## config.mk

```make
export PLATFORM = sky130hd
export DESIGN_NAME = fscr_ctrl
export DESIGN_NICKNAME = d
export VERILOG_FILES = /design/src/rtl/fscr_pkg.sv /design/src/rtl/fscr_ctrl.sv
export VERILOG_INCLUDE_DIRS = /design/src /design/src/rtl
export SDC_FILE = /design/constraint.sdc
export NUM_CORES = 1
export LEC_CHECK = 0
export ABC_AREA = 1
export BUFFER_PORTS_ARGS = -buffer_cell sky130_fd_sc_hd__buf_2
export CORE_AREA = 2 2 39 41
export DETAILED_ROUTE_END_ITERATION = 12
export DIE_AREA = 0 0 41 43
export GPL_ROUTABILITY_DRIVEN = 0
export HOLD_SLACK_MARGIN = 0.06
export PLACE_DENSITY = 0.7
export RECOVER_POWER = 50
export SLEW_MARGIN = 25
export SYNTH_ARGS = -nofsm -noshare
export SYNTH_HDL_FRONTEND = slang
export SYNTH_SLANG_ARGS = --single-unit
```

## constraint.sdc

```tcl
create_clock -name clk_i -period 2.5 [get_ports clk_i]
set_clock_uncertainty 0.1 [all_clocks]
set_input_delay 0.25 -clock clk_i [delete_from_list [all_inputs] [get_ports clk_i]]
set_output_delay 0.25 -clock clk_i [all_outputs]
set_load 0.02 [all_outputs]
```

## src/rtl/frequency_sensor_cubic_rate_macros.svh

```systemverilog
// Assertion helpers shared by the RTL files. Clock and reset names are the
// project's standard ones.
`ifndef FREQUENCY_SENSOR_CUBIC_RATE_MACROS_SVH
`define FREQUENCY_SENSOR_CUBIC_RATE_MACROS_SVH
`ifndef SYNTHESIS
`define FSCR_ASSERT(lbl, cond) \
  lbl: assert property (@(posedge clk_i) disable iff (!rst_ni) (cond)) \
    else $error("assertion failed");
`define FSCR_ASSERT_IMP(lbl, ante, cons) \
  lbl: assert property (@(posedge clk_i) disable iff (!rst_ni) (ante) |-> (cons)) \
    else $error("assertion failed");
`define FSCR_ASSERT_NEXT(lbl, ante, cons) \
  lbl: assert property (@(posedge clk_i) disable iff (!rst_ni) (ante) |=> (cons)) \
    else $error("assertion failed");
`else
`define FSCR_ASSERT(lbl, cond)
`define FSCR_ASSERT_IMP(lbl, ante, cons)
`define FSCR_ASSERT_NEXT(lbl, ante, cons)
`endif
`endif

```

## src/rtl/fscr_pkg.sv

```systemverilog
package fscr_pkg;

  localparam int unsigned CAPTURE_HZ = 1000000;
  localparam int unsigned DIV_W = 64;
  localparam int unsigned DIV_CNT_W = $clog2(DIV_W);
  localparam logic [63:0] FREQ_DIVIDEND = 64'(CAPTURE_HZ) << 16;
  localparam logic [79:0] TERM_CAP = 80'd1 << 60;

  typedef enum logic [2:0] {
    CFG_COEF_ZERO  = 3'd0,
    CFG_COEF_ONE   = 3'd1,
    CFG_COEF_TWO   = 3'd2,
    CFG_COEF_THREE = 3'd3,
    CFG_MIN_VALUE  = 3'd4,
    CFG_MAX_VALUE  = 3'd5,
    CFG_DERIV_RATE = 3'd6,
    CFG_TICKS_SEC  = 3'd7
  } cfg_idx_e;

  typedef enum logic [3:0] {
    ST_IDLE,
    ST_DIV_FREQ,
    ST_MUL_FF,
    ST_MUL_P2F,
    ST_MUL_C1,
    ST_MUL_C2,
    ST_MUL_C3,
    ST_CLAMP,
    ST_DIV_THR,
    ST_CHECK,
    ST_MUL_RATE,
    ST_DIV_RATE,
    ST_FINISH
  } state_e;

  typedef enum logic [2:0] {
    MSEL_FF,
    MSEL_P2F,
    MSEL_C1,
    MSEL_C2,
    MSEL_C3,
    MSEL_RATE
  } mul_sel_e;

  typedef enum logic [1:0] {
    DSEL_FREQ,
    DSEL_THR,
    DSEL_RATE
  } div_sel_e;

  typedef enum logic [1:0] {
    MPH_IDLE,
    MPH_LO,
    MPH_HI,
    MPH_SUM
  } mul_ph_e;

  typedef struct packed {
    logic     load;
    logic     commit;
    logic     clamp;
    logic     set_vupd;
    logic     set_rupd;
    logic     mul_start;
    mul_sel_e mul_sel;
    logic     div_start;
    div_sel_e div_sel;
  } cmd_t;

  typedef struct packed {
    logic div_done;
    logic mul_done;
    logic period_zero;
    logic tick_changed;
    logic elapsed_ok;
    logic out_free;
  } sts_t;

endpackage

```

## src/rtl/fscr_ctrl.sv

```systemverilog
`include "frequency_sensor_cubic_rate_macros.svh"

module fscr_ctrl (
  input  logic           clk_i,
  input  logic           rst_ni,
  input  logic           in_valid_i,
  output logic           in_ready_o,
  input  fscr_pkg::sts_t sts_i,
  output fscr_pkg::cmd_t cmd_o
);

  fscr_pkg::state_e state_q, state_d;
  logic             issued_q, issued_d;

  always_comb begin
    state_d = state_q;
    case (state_q)
      fscr_pkg::ST_IDLE:
        if (in_valid_i) state_d = sts_i.period_zero ? fscr_pkg::ST_FINISH
                                                    : fscr_pkg::ST_DIV_FREQ;
      fscr_pkg::ST_DIV_FREQ: if (sts_i.div_done) state_d = fscr_pkg::ST_MUL_FF;
      fscr_pkg::ST_MUL_FF:   if (sts_i.mul_done) state_d = fscr_pkg::ST_MUL_P2F;
      fscr_pkg::ST_MUL_P2F:  if (sts_i.mul_done) state_d = fscr_pkg::ST_MUL_C1;
      fscr_pkg::ST_MUL_C1:   if (sts_i.mul_done) state_d = fscr_pkg::ST_MUL_C2;
      fscr_pkg::ST_MUL_C2:   if (sts_i.mul_done) state_d = fscr_pkg::ST_MUL_C3;
      fscr_pkg::ST_MUL_C3:   if (sts_i.mul_done) state_d = fscr_pkg::ST_CLAMP;
      fscr_pkg::ST_CLAMP:
        state_d = sts_i.tick_changed ? fscr_pkg::ST_DIV_THR : fscr_pkg::ST_FINISH;
      fscr_pkg::ST_DIV_THR:  if (sts_i.div_done) state_d = fscr_pkg::ST_CHECK;
      fscr_pkg::ST_CHECK:
        state_d = sts_i.elapsed_ok ? fscr_pkg::ST_MUL_RATE : fscr_pkg::ST_FINISH;
      fscr_pkg::ST_MUL_RATE: if (sts_i.mul_done) state_d = fscr_pkg::ST_DIV_RATE;
      fscr_pkg::ST_DIV_RATE: if (sts_i.div_done) state_d = fscr_pkg::ST_FINISH;
      fscr_pkg::ST_FINISH:   if (sts_i.out_free) state_d = fscr_pkg::ST_IDLE;
      default:               state_d = fscr_pkg::ST_IDLE;
    endcase
  end

  always_comb begin
    cmd_o      = '0;
    in_ready_o = 1'b0;
    case (state_q)
      fscr_pkg::ST_IDLE: begin
        in_ready_o = 1'b1;
        cmd_o.load = in_valid_i;
      end
      fscr_pkg::ST_DIV_FREQ: begin
        cmd_o.div_start = !issued_q;
        cmd_o.div_sel   = fscr_pkg::DSEL_FREQ;
      end
      fscr_pkg::ST_MUL_FF: begin
        cmd_o.mul_start = !issued_q;
        cmd_o.mul_sel   = fscr_pkg::MSEL_FF;
      end
      fscr_pkg::ST_MUL_P2F: begin
        cmd_o.mul_start = !issued_q;
        cmd_o.mul_sel   = fscr_pkg::MSEL_P2F;
      end
      fscr_pkg::ST_MUL_C1: begin
        cmd_o.mul_start = !issued_q;
        cmd_o.mul_sel   = fscr_pkg::MSEL_C1;
      end
      fscr_pkg::ST_MUL_C2: begin
        cmd_o.mul_start = !issued_q;
        cmd_o.mul_sel   = fscr_pkg::MSEL_C2;
      end
      fscr_pkg::ST_MUL_C3: begin
        cmd_o.mul_start = !issued_q;
        cmd_o.mul_sel   = fscr_pkg::MSEL_C3;
      end
      fscr_pkg::ST_CLAMP: begin
        cmd_o.clamp    = 1'b1;
        cmd_o.set_vupd = 1'b1;
      end
      fscr_pkg::ST_DIV_THR: begin
        cmd_o.div_start = !issued_q;
        cmd_o.div_sel   = fscr_pkg::DSEL_THR;
      end
      fscr_pkg::ST_CHECK: begin
        cmd_o.set_rupd = sts_i.elapsed_ok;
      end
      fscr_pkg::ST_MUL_RATE: begin
        cmd_o.mul_start = !issued_q;
        cmd_o.mul_sel   = fscr_pkg::MSEL_RATE;
      end
      fscr_pkg::ST_DIV_RATE: begin
        cmd_o.div_start = !issued_q;
        cmd_o.div_sel   = fscr_pkg::DSEL_RATE;
      end
      fscr_pkg::ST_FINISH: begin
        cmd_o.commit = sts_i.out_free;
      end
      default: ;
    endcase
  end

  // Each compute state launches its unit once, then waits for the done strobe.
  assign issued_d = (state_d == state_q) &&
                    (issued_q || cmd_o.mul_start || cmd_o.div_start);

  always_ff @(posedge clk_i or negedge rst_ni) begin
    if (!rst_ni) begin
      state_q  <= fscr_pkg::ST_IDLE;
      issued_q <= 1'b0;
    end else begin
      state_q  <= state_d;
      issued_q <= issued_d;
    end
  end

  `FSCR_ASSERT(a_one_unit, !(cmd_o.mul_start && cmd_o.div_start))
  `FSCR_ASSERT_NEXT(a_busy_after_take, in_valid_i && in_ready_o, !in_ready_o)
  `FSCR_ASSERT_IMP(a_div_done_in_div, sts_i.div_done,
                   state_q == fscr_pkg::ST_DIV_FREQ || state_q == fscr_pkg::ST_DIV_THR ||
                   state_q == fscr_pkg::ST_DIV_RATE)

endmodule

```

==> impl.org, run 1 <==
** Setup path
- Cells on worst reg2reg path :: 6
- Category of the critical setup timing path :: reg2out
- Traced cell by cell, the critical path runs through inv_2 -> nor2_1 -> nand2_1 -> inv_2 -> nor2_1 -> a21oi_1 -> buf_2.
- Crit. path cell count :: 7
- The slowest stage of the critical path belongs to the cell sky130_fd_sc_hd__dfrtp_1.
- The worst setup path is captured at an output port.
- Number of buffer and inverter stages on the critical path :: 3
- The cell family contributing the most delay on the critical path is flip-flops.
- At the worst endpoint, the arrival time is 1560 ps.
- Tracing the worst setup path back leads to its startpoint at state_q[3].
- STA classifies the critical path startpoint as a flop.
- Required time at the worst-slack endpoint :: approximately 2200 ps
- The worst register-to-register path begins at state_q[1].
- The largest single stage delay on the critical path is 440 ps.
- Top fanout value on the critical path :: 6

** Cells and area
- Signed area change from the synthesized netlist to the final layout :: 26.4%
- Final nets :: 133
- Fill cells in the final layout number 159.
- Fraction of layout instances using a drive strength above 1 :: a little under a third
- The repair_antennas step left the layout with diodes totalling 0.
- In the final layout, flip-flops and latches occupy roughly 130 sq um.
- Number of cells in the finished layout apart from fillers :: roughly 140
- Multi-input gate area in the final layout :: 350 sq um

** CTS
- Post-CTS repair changed the size of 0 cells.
- After clock tree synthesis, the flow added hold-fix buffers numbering 1.
- Clock net sink count :: 5
- For the worst-skew pair, the clock arrives at the later sink with an insertion delay of 240 ps.
- Clock tree root buffer cell :: sky130_fd_sc_hd__clkbuf_4
- Buffers inserted during clock tree synthesis total 3.
- TritonCTS clock tree :: yes
- CTS built an H-tree with a depth of 1.
- Clock transition at the registers of the reported paths :: 40 ps
- Post-CTS Setup Repair Bufs :: 0
- The longest clock path from root to sink contains 2 buffers.

** Drt
- Remaining antenna violation count :: 0
- DRT iter0 DRCs :: 14
- Vias/cell :: 4.96
- Remaining design rule violation count :: 0
- The routed layout has 690 vias.
- Wires add up to around 1.4 mm.
- The first TritonRoute pass finished after 4 iterations.
- Average wire per cell in the routed design :: around 10 um

** Timing
- Derived from the worst setup path, the maximum achievable clock frequency is 0.524 GHz.
- Tightest Pin Transition :: 337 ps
- The smallest clock period supported by the final layout is computed as 1910 ps.
- Setup violations remaining at the end of the flow were counted as 0.
- Max-slew violation total from the final report :: 0
- The final hold violation count came to 0.
- Setup repair after global routing left no endpoint under its margin.
- For the final routed database, the setup TNS stands at 0 ps.
- Share of the clock period used by the worst path after layout :: 76.3%
- Worst slew margin relative to its limit :: between 70 and 80%
- Across all hold checks on the routed design, the worst slack comes to 259 ps.

** Logic synthesis
- Portion of netlist area occupied by mux cells :: 0%
- The synthesized netlist devotes 0% of its cell area to adder and majority cells.
- Netlist area before placement :: 551 sq um
- Sequential cells were found to cover 22.7% of the synthesized design area.
- Distinct cells, synth :: 16
- Share of Yosys cell area claimed by the top area cell type :: 22.7%
- Synthesis handed over a netlist of 98 instances.
- For this run, the number of Yosys warnings is 0.
- Average instance area after synthesis :: between 5 and 6 sq um
- The synthesized design spends more area on one cell type than any other, namely sky130_fd_sc_hd__dfrtp_1.
- Compound-gate portion of the synthesized area :: 10.9%
- Largest family of logic cells by synthesized area :: simple AND/OR/NAND/NOR gates
- Of the total synthesized cell area, the portion taken by XOR and XNOR cells is 0%.
- The synthesized design contains 5 register bits.
- Counting every net in the synthesized netlist gives 107.
- After Yosys synthesis, and, or, nand and nor cells account for between 50% and 60% of the synthesized area.
- In the post-synthesis netlist, the biggest area contributors are sky130_fd_sc_hd__dfrtp_1, sky130_fd_sc_hd__nand2_1, sky130_fd_sc_hd__nor2_2.

** GRT
- Number of global-route vias before repair :: slightly below 600
- All-Layer GR Usage :: 19.6%
- The number of antenna violations at the first check in global routing is 0.
- Pin count of the biggest net entering global routing :: 8
- Summed over all layers, the global routing overflow is 0.
- Wire length of the first global-routing pass :: between 2 and 2.5 mm

** Pwr
- For this design the ratio of total power to cell area is 1300 nW/um^2.
- The worst-case IR drop observed on VDD is between 0.5 and 0.6 mV.
- Leakage power total :: between 0.4 and 0.5 nW

** Outcome
- The flow ran to the end, and the final reports show no timing, DRC or antenna violations.

** Die
- Area of the die :: roughly 1800 sq um
- Effective utilization at floorplan :: between 30% and 40%
- Placeable core region :: 1380 sq um
- In this run the count of I/O pins placed on the die edge is 22.
- The die is 41 um wide.
- After floorplanning, the core was divided into 14 placement rows.
- DIE HEIGHT :: 43 um

** Run
- Maximum capacitance violations :: 0

** Worst hold path
- Hold path cells :: 3
- Hold Startpoint :: sts_i[5]
- Worst min-delay path class :: in2reg

** Place
- Placed cell count :: 134
- Half-perimeter wire length after detailed placement :: 1.14 mm
- The count of buffers added on input and output ports is 21.
==> worst min-delay path: stages <==
cell and delay [ps]:
sky130_fd_sc_hd__buf_2 130, sky130_fd_sc_hd__a21oi_1 70, sky130_fd_sc_hd__nand2_1 90
==> logic make-up after synthesis <==
logic type	after synthesis
buf+inv	17
flops	5
compound gates	11
simple gates	65
==> layer usage <==
metal  up-vias  GRT usage [%]  share of wire, %
met5         -              0                 0
met4         0           10.7               1.6
met3         2           3.14               4.6
met2        17           27.2                50
met1       310           27.8                44
li1        361              -                 -
==> final cells by class <==
type | instances | share of cell area, %
inverter | 16 | 8.63
sequential | 5 | 18.0
timing repair buffer | 22 | 16.4
multi-input combinational | 76 | 50.4
clock buffer | 4 | 3.78
tap | 16 | 2.88
==> final timing paths <==
| kind | slack, ps | endpoint |
|---|---|---|
| worst min register to register | 610 | state_q[3] |
| worst max register to register | 870 | issued_q |
| max in group asynchronous | 1800 | state_q[2] |
| min in group asynchronous | 290 | issued_q |
| worst min-delay path | 260 | state_q[2] |
| worst max-delay path | 590 | cmd_o[2] |
==> flip-flops by register name (all words and copies together) (netlist names) <==
signal    flops
state_q       4
issued_q      1
==> cell usage in the layout (no fill, tap or decap) <==
cell                            count
sky130_fd_sc_hd__nand2_1           28
sky130_fd_sc_hd__buf_2             20
sky130_fd_sc_hd__nor2_1            15
sky130_fd_sc_hd__inv_1             11
sky130_fd_sc_hd__nand3_1            8
sky130_fd_sc_hd__nor2_2             6
sky130_fd_sc_hd__inv_2              5
sky130_fd_sc_hd__a21oi_1            5
sky130_fd_sc_hd__dfrtp_1            5
sky130_fd_sc_hd__o21ai_0            4
sky130_fd_sc_hd__nor3_1             3
sky130_fd_sc_hd__clkbuf_4           3
sky130_fd_sc_hd__nand2_2            2
sky130_fd_sc_hd__nand4_1            2
sky130_fd_sc_hd__clkbuf_1           2
sky130_fd_sc_hd__nor2_4             1
sky130_fd_sc_hd__o21bai_1           1
sky130_fd_sc_hd__a21o_1             1
sky130_fd_sc_hd__dlygate4sd3_1      1
==> stage by stage <==
stage	utilization, %	power [mW]	area [sq um]	setup slack (ps)
final	50.3	0.905	696	592
after global routing	50.3	1.00	696	446
after CTS	50.9	0.920	704	605
after detailed placement	48.3	0.823	668	871
after global placement	48.3	0.821	668	852
after floorplan	-	0.658	551	760
==> cells in the mapped netlist, drive strengths merged <==
cell type and instances:
buf 1, nor2 22, nor3 3, dfrtp 5, a21o 1, nand2 30
o21ai 4, o21bai 1, nand4 2, a21oi 5, inv 16, nand3 8
==> power by group <==
| group | leakage, nW | total (mW) | switching [mW] | internal [mW] |
|---|---|---|---|---|
| sequential | 0.0636 | 0.171 | 0.0531 | 0.118 |
| clock | 0.0150 | 0.0891 | 0.0291 | 0.0601 |
| combinational | 0.354 | 0.646 | 0.436 | 0.210 |
No activity file was read; power rests on OpenSTA's default activity.
==> inputs of run 2 (changes only) <==
- ABC_AREA: 1 -> 0
- CORE_AREA: 2 2 39 41 -> not set
- CORE_UTILIZATION: not set -> 45
- DIE_AREA: 0 0 41 43 -> not set
- PLACE_DENSITY: 0.7 -> 0.73
- clock period: 2.5 -> 1.85 ns (I/O delays scaled with it)
==> impl.org, run 2 <==
** Outcome
- The run finished with clean final reports.

** Setup path
- Top fanout value on the critical path :: 10 (+4)
- The internal reg-to-reg setup slack was 150 ps (-720 ps).
- The signal arrival time at the worst endpoint was 1490 ps (-70 ps).
- Category of the critical setup timing path :: reg2out
- Required time at the worst-slack endpoint :: 1560 ps (-590 ps)
- The worst setup path is launched from a flop.
- Critical Path Sink Type :: output port

** Pwr
- Internal power :: 0.778 mW (+100%)
- The clock group share of total power is 8.3% (-1.5 points).
- The register share of total power was 16.9% (-1.9 points).
- The worst voltage drop across the vdd grid is 1.41 mV (+130%).
- The switching share of power is 51.8% (-5.4 points).
- The net switching power was 0.838 mW (+62%).
- Total power :: 1.62 mW (+79%)
- The proportion of power drawn by combinational gates was 74.8% (+3.5 points).
- Power per Cell Area :: 1980 nW/um^2 (+52%)
- Leakage power total :: 0.391 nW (-9.4%)

** Logic synthesis
- Netlist area before placement :: 617 sq um (+12%)
- The number of synthesized register bits is 5 (unchanged).
- sky130_fd_sc_hd__dfrtp_1 takes more of the synthesized area than any other cell.
- Cell types with the largest area share after synthesis :: sky130_fd_sc_hd__dfrtp_1, sky130_fd_sc_hd__o21ai_0, sky130_fd_sc_hd__buf_4
- Total nets after synthesis :: 93 (-13%)
- Sequential element share of the synthesized area :: 20.3% (-2.4 points)
- Among all cell types in the netlist, the one instantiated most often is sky130_fd_sc_hd__nand2_1.
- Mapped Cells :: 84 (-14%)
- Average instance area after synthesis :: 7.34 sq um (+31%)
- Most instantiated flip-flop cell in the synthesis netlist :: sky130_fd_sc_hd__dfrtp_1
- Async S/R FF share, synth :: 100% (unchanged)
- Most frequent cells after synthesis :: sky130_fd_sc_hd__nand2_1, sky130_fd_sc_hd__inv_1, sky130_fd_sc_hd__o21ai_0
- Number of flops mapped to enable cells by yosys :: 0 (unchanged)
- The number of library cell types mapped by synthesis was 38 (+22).
- The count of warnings emitted by yosys was 0 (unchanged).
- The area share of the largest cell type after synthesis was 20.3% (-2.4 points).

** Timing
- The slew at the pin closest to its max-slew limit is 439 ps (+102 ps).
- The final sum of negative setup slack was 0 ps (unchanged).
- Worst slew margin relative to its limit :: 70.3% (-7.1 points)
- Fin worst setup slack :: 75.8 ps (-516 ps)
- Dividing the final minimum period by the clock period gives 95.9%.
- Setup repair after global routing left no endpoint under its margin.
- The final setup violation count was 0 (unchanged).
- Max-slew violation total from the final report :: 0 (unchanged)
- Number of hold violations in the final report :: 0 (unchanged)
- Minimum period implied by the final worst setup slack :: 1770 ps
- F_max :: 0.564 GHz
- Minimum hold slack :: 122 ps (-137 ps)

** Cells and area
- Regs by FF count :: state_q x4, issued_q x1
- Sequential cell area :: 128 sq um (+2.0%)
- Filler cell count :: 104 (-35%)
- The area growth from synthesis to layout is 32.5%.
- The core occupancy in the finished layout was 68.9% (+19 points).
- The total inserted antenna cells was 0 (unchanged).
- Number of cells in the finished layout apart from fillers :: 124 (-11%)
- The area of the multi-input gates came to 429 sq um (+23%).
- The number of flip-flops under the largest register name came to 4 (unchanged).
- Final non-filler cell area :: 817 sq um (+17%)
- More flip-flops sit in one register than any other, and that register is state_q.
- Leaving out fill and tap cells, the most frequent cell in the layout is sky130_fd_sc_hd__buf_2.
- Fraction of layout instances using a drive strength above 1 :: 35.5% (+5.4 points)
- The number of nets in the final layout came to 120 (-9.8%).
- In the layout the commonest cells are sky130_fd_sc_hd__buf_2, sky130_fd_sc_hd__buf_4, sky130_fd_sc_hd__nand2_1, sky130_fd_sc_hd__inv_1.

** Run
- The number of violations of the max-capacitance limit is 0 (unchanged).

** Die
- The area of the die came to 1520 sq um (-14%).
- The die extent in x was 39.0 um (-4.8%).
- Effective utilization at floorplan :: 52.0% (+12 points)
- DIE HEIGHT :: 39.0 um (-9.2%)
- Top Ports :: 22 (unchanged)
- Placeable core region :: 1190 sq um (-14%)
- The number of placement rows was 12 (-2).

** Place
- The post-detailed-placement half-perimeter wirelength is 1.15 mm (+0.50%).
- The instance count after placement with tap cells included came to 115 (-14%).
- The number of buffer cells added on primary ports came to 21 (unchanged).
- Worst setup slack before clock tree synthesis :: 242 ps (-629 ps)
- Total cell area at the placement stage :: 731 sq um (+9.4%)

** GRT
- The total global routing track utilization came to 24.4% (+4.8 points).
- Final global-route overflow total :: 0 (unchanged)
- Wire length of the first global-routing pass :: 2.55 mm (+8.2%)
- The pin count of the biggest net entering global routing is 15 (+7).
- The via count of the first global-routing pass is 578 (-1.2%).
- Number of antenna violations at the first check in global routing :: 0 (unchanged)

** Drt
- Remaining antenna violation count :: 0 (unchanged)
- Vias/cell :: 6.10 (+23%)
- The sum of routed wire length over all layers was 1.77 mm (+31%).
- The initial DRC count was 30 (+16).
- Remaining design rule violation count :: 0 (unchanged)
- The routed length per placed instance is 14.3 um (+46%).
- The number of detailed-routing iterations run before antenna repair is 4 (unchanged).
- The vias after detailed routing was 757 (+9.7%).

** CTS
- The number of buffers created by CTS came to 3 (unchanged).
- TritonCTS clock tree :: yes
- The maximum level of the CTS H-tree came to 1 (unchanged).
- The root buffer cell chosen for the clock tree is sky130_fd_sc_hd__clkbuf_4.
- The maximum clock insertion buffer count is 2 (unchanged).
- Clock transition at the registers of the reported paths :: 40 ps (about the same)
- The clock network latency to the later pin of the worst-skew pair was 250 ps (about the same).
- Clock net sink count :: 5 (unchanged)

** Worst hold path
- Worst min-delay path class :: in2reg
==> run 2: cells by family (layout without fill, tap and decap cells) <==
group	Yosys count	count (layout)	synth area share, %
xor+xnor	1	1	1.42
mux	1	1	1.62
compound gates	29	29	33.3
simple gates	32	32	29.2
flops	5	5	20.3
buf+inv	16	42	14.2
==> run 2: power groups by stage <==
stage                     combinational, mW  clock [mW]  sequential (mW)
final                                  1.21       0.134            0.273
after global routing                   1.31       0.140            0.281
after CTS                              1.10       0.137            0.266
after detailed placement               1.09           0            0.261
after global placement                 1.08           0            0.264
after floorplan                       0.922           0            0.200
==> run 2: worst max-delay path, cell delays in order (launching register included) <==
cell                      delay [ps]
sky130_fd_sc_hd__dfrtp_1         400
sky130_fd_sc_hd__buf_4           190
sky130_fd_sc_hd__nor4_4          270
sky130_fd_sc_hd__nand2_1         110
sky130_fd_sc_hd__inv_1           100
sky130_fd_sc_hd__buf_2           170
==> run 2: what timing repair did <==
| action | 4_1_cts | 5_1_grt |
|---|---|---|
| endpoints found under the setup margin | 2 | 2 |
| hold buffers | 2 | 0 |
| gates resized for setup | 2 | 4 |
| buffers inserted | 0 | 3 |
| endpoints found under the hold margin | 6 | 0 |
==> run 2: layout make-up <==
cell class	instances	share of cell area [%]
clock buffer	4	3.22
inverter	6	2.76
multi-input combinational	63	52.5
sequential	5	15.6
tap	14	2.14
timing repair buffer	32	23.7
==> run 2: worst paths after layout <==
path                             from          to  cells after the start
setup / recovery           state_q[2]   cmd_o[11]                      5
hold / removal             in_valid_i  state_q[0]                      3
setup reg to reg           state_q[3]  state_q[1]                      6
hold reg to reg            state_q[3]  state_q[0]                      3
max in group asynchronous      rst_ni  state_q[1]                      2
min in group asynchronous      rst_ni  state_q[3]                      2
==> run 2: routing by layer <==
metal	track usage [%]	vias to the layer above	routed length (um)
met1	34.1	352	782
met4	12.9	0	46
met3	0.578	6	88
li1	-	363	-
met2	37.5	36	851
met5	0	-	0
==> inputs of run 3 (changes only) <==
--- a/constraint.sdc
+++ b/constraint.sdc
@@ -4,2 +4,2 @@
 set_output_delay 0.185 -clock clk_i [all_outputs]
-set_load 0.02 [all_outputs]
+set_load 0.05 [all_outputs]
==> impl.org, run 3 (synthesized netlist as in run 2, its figures left out) <==
** Cells and area
- The share of layout cells above drive strength 1 is 49.6% (+14 points).
- Counting flops per register, the top entry is state_q.
- Top library cells by usage in the layout, fill and taps aside :: sky130_fd_sc_hd__buf_4, sky130_fd_sc_hd__buf_2, sky130_fd_sc_hd__o21ai_0, sky130_fd_sc_hd__nand2_1, sky130_fd_sc_hd__clkbuf_4
- In the final layout, the registers with the most flip-flops are state_q x4, issued_q x1.
- The number of nets in the final layout was 127 (+5.8%).
- Relative to the synthesized area, the layout overhead comes to 59.6%.
- The total inserted antenna cells came to 0 (unchanged).
- Number of cells in the finished layout apart from fillers :: 131 (+5.6%)
- The library cell used most frequently in the layout, excluding fill and tap cells, is sky130_fd_sc_hd__buf_4.
- Flip-flop count of the largest register after layout :: 4 (unchanged)

** Timing
- The number of max-slew violations in the final report was 0 (unchanged).
- Final Setup Violations :: 0 (unchanged)
- The highest clock rate came to 0.556 GHz (-1.3%).
- The final critical-path share of the clock period came to 97.2% (+1.3 points).
- Fin worst setup slack :: 51.9 ps (-24.0 ps)
- RSZ-0062 raised after global routing :: false
- The slew at the pin closest to its max-slew limit is 329 ps (-110 ps).
- Minimum period implied by the final worst setup slack :: 1800 ps (+24.0 ps)
- The worst relative slew slack is 77.8% (+7.5 points).
- The final hold violation count came to 0 (unchanged).

** Setup path
- The worst setup path is launched from a flop.
- Crit path max-delay family :: flip-flops
- The instance count on the critical path came to 4 (-1).
- The worst setup path is captured at an output port.
- The critical path goes through inv_1 -> nand2_1 -> o32ai_4 -> buf_6.
- The worst endpoint required time is 1560 ps (about the same).
- The cell count of the worst reg-to-reg path is 4 (-2).
- Arrival time worst endpoint :: 1510 ps (+20 ps)
- Number of buffer and inverter stages on the critical path :: 2 (-1)
- Top fanout value on the critical path :: 14 (+4)
- The slowest stage of the critical path belongs to the cell sky130_fd_sc_hd__dfrtp_4.
- Delay of the slowest cell on the worst path :: 550 ps (+150 ps)
- Category of the critical setup timing path :: reg2out

** GRT
- The pin count of the biggest net entering global routing came to 20 (+5).
- The wire length of the first global-routing pass came to 2.62 mm (+2.7%).
- Number of global-route vias before repair :: 603 (+4.3%)
- Number of antenna violations at the first check in global routing :: 0 (unchanged)
- The remaining global-route overflow is 0 (unchanged).
- The total global routing track utilization was 27.6% (+3.2 points).

** Drt
- DRT iter0 DRCs :: 16 (-47%)
- The final antenna-violating net count came to 0 (unchanged).
- Remaining design rule violation count :: 0 (unchanged)
- Aggregate routed wire length :: 1.96 mm (+11%)
- The number of detailed-routing iterations run before antenna repair came to 4 (unchanged).
- Average wire per cell in the routed design :: 14.9 um (+4.8%)
- Vias/cell :: 5.82 (-4.7%)
- The vias after detailed routing was 762 (+0.66%).

** CTS
- The clock slew seen by the registers of the worst setup and hold paths came to 50 ps (about the same).
- TritonCTS built the clock tree.
- Maximum level of the CTS H-tree :: 1 (unchanged)
- Worst-case clock buffer depth :: 2 (unchanged)
- Clock net sink count :: 5 (unchanged)
- Clock tree root buffer cell :: sky130_fd_sc_hd__clkbuf_4
- The clock network latency to the later pin of the worst-skew pair is 260 ps (about the same).
- Clock buffers created by TritonCTS :: 3 (unchanged)

** Die
- The chip height was 39.0 um (unchanged).
- The number of placed I/O pins is 22 (unchanged).
- The number of placement rows was 12 (unchanged).
- Effective utilization at floorplan :: 52.0% (unchanged)
- The area of the die is 1520 sq um (unchanged).
- The placeable core region was 1190 sq um (unchanged).
- The die extent in x was 39.0 um (unchanged).

** Run
- The number of violations of the max-capacitance limit is 0 (unchanged).

** Worst hold path
- The worst hold path cell count is 2 (-1).
- Worst min-delay path class :: in2reg

** Place
- PortBufs :: 21 (unchanged)
- The instance count after placement with tap cells included came to 122 (+6.1%).
- Worst setup slack before clock tree synthesis :: 96.1 ps (-146 ps)
- Half-perimeter wire length after detailed placement :: 1.25 mm (+8.5%)

** Outcome
- Run status :: finished clean
run 3: changes by cell type in the layout (fill, tap and decap cells not counted), moves of 2 or more:
cell,before,now
sky130_fd_sc_hd__nor3_1,2,0
sky130_fd_sc_hd__clkbuf_2,0,3
sky130_fd_sc_hd__nor3b_2,2,0
sky130_fd_sc_hd__buf_2,19,11
sky130_fd_sc_hd__buf_4,10,18
sky130_fd_sc_hd__nand2_2,0,2
sky130_fd_sc_hd__nand2_1,8,6
sky130_fd_sc_hd__clkbuf_4,3,6
sky130_fd_sc_hd__nor3b_4,0,2
run 3: final timing paths:
path                       startpoint    endpoint  slack [ps]
setup / recovery           state_q[2]    cmd_o[3]          50
hold / removal               sts_i[3]  state_q[0]          60
setup reg to reg           state_q[3]  state_q[1]         130
hold reg to reg            state_q[0]  state_q[3]         540
max in group asynchronous      rst_ni  state_q[2]        1180
min in group asynchronous      rst_ni  state_q[2]         230
run 3: layer usage:
metal	track usage, %	vias to the layer above	part of all wire (%)
met5	0	-	0
met4	18.1	0	3.7
met3	6.94	6	4.1
met2	42.9	22	49
met1	33.1	357	44
li1	-	377	-
run 3: what timing repair did:
| item | 4_1_cts | 5_1_grt |
|---|---|---|
| endpoints found under the setup margin | 12 | 9 |
| hold endpoints to repair | 5 | 0 |
| hold buffers | 1 | 0 |
| gates resized for setup | 8 | 7 |
| gates cloned | 0 | 0 |
| setup buffers | 0 | 4 |
run 3: final cells by class:
type | count | area (sq um)
Clock buffer | 4 | 26.3
Fill cell | 71 | 201
Inverter | 6 | 26.3
Multi-Input combinational cell | 63 | 510
Sequential cell | 5 | 131
Tap cell | 14 | 17.5
Timing Repair Buffer | 39 | 273
run 3: through the flow:
| stage | TNS, ps | instance area [sq um] | hold slack [ps] | util [%] |
|---|---|---|---|---|
| 2_1_floorplan | -306 | 732 | -211 | - |
| 3_3_place_gp | 0 | 882 | -99.5 | 74.4 |
| 3_5_place_dp | 0 | 882 | -97.7 | 74.4 |
| 4_1_cts | 0 | 940 | 69.5 | 79.2 |
| 5_1_grt | 0 | 985 | 76.0 | 83.0 |
| 6_report | 0 | 985 | 61.3 | 83.0 |
Power of run 3 is left out: the tool's default activity adds up to more than one toggle a clock period on the data nets, which glitch-free logic cannot reach.
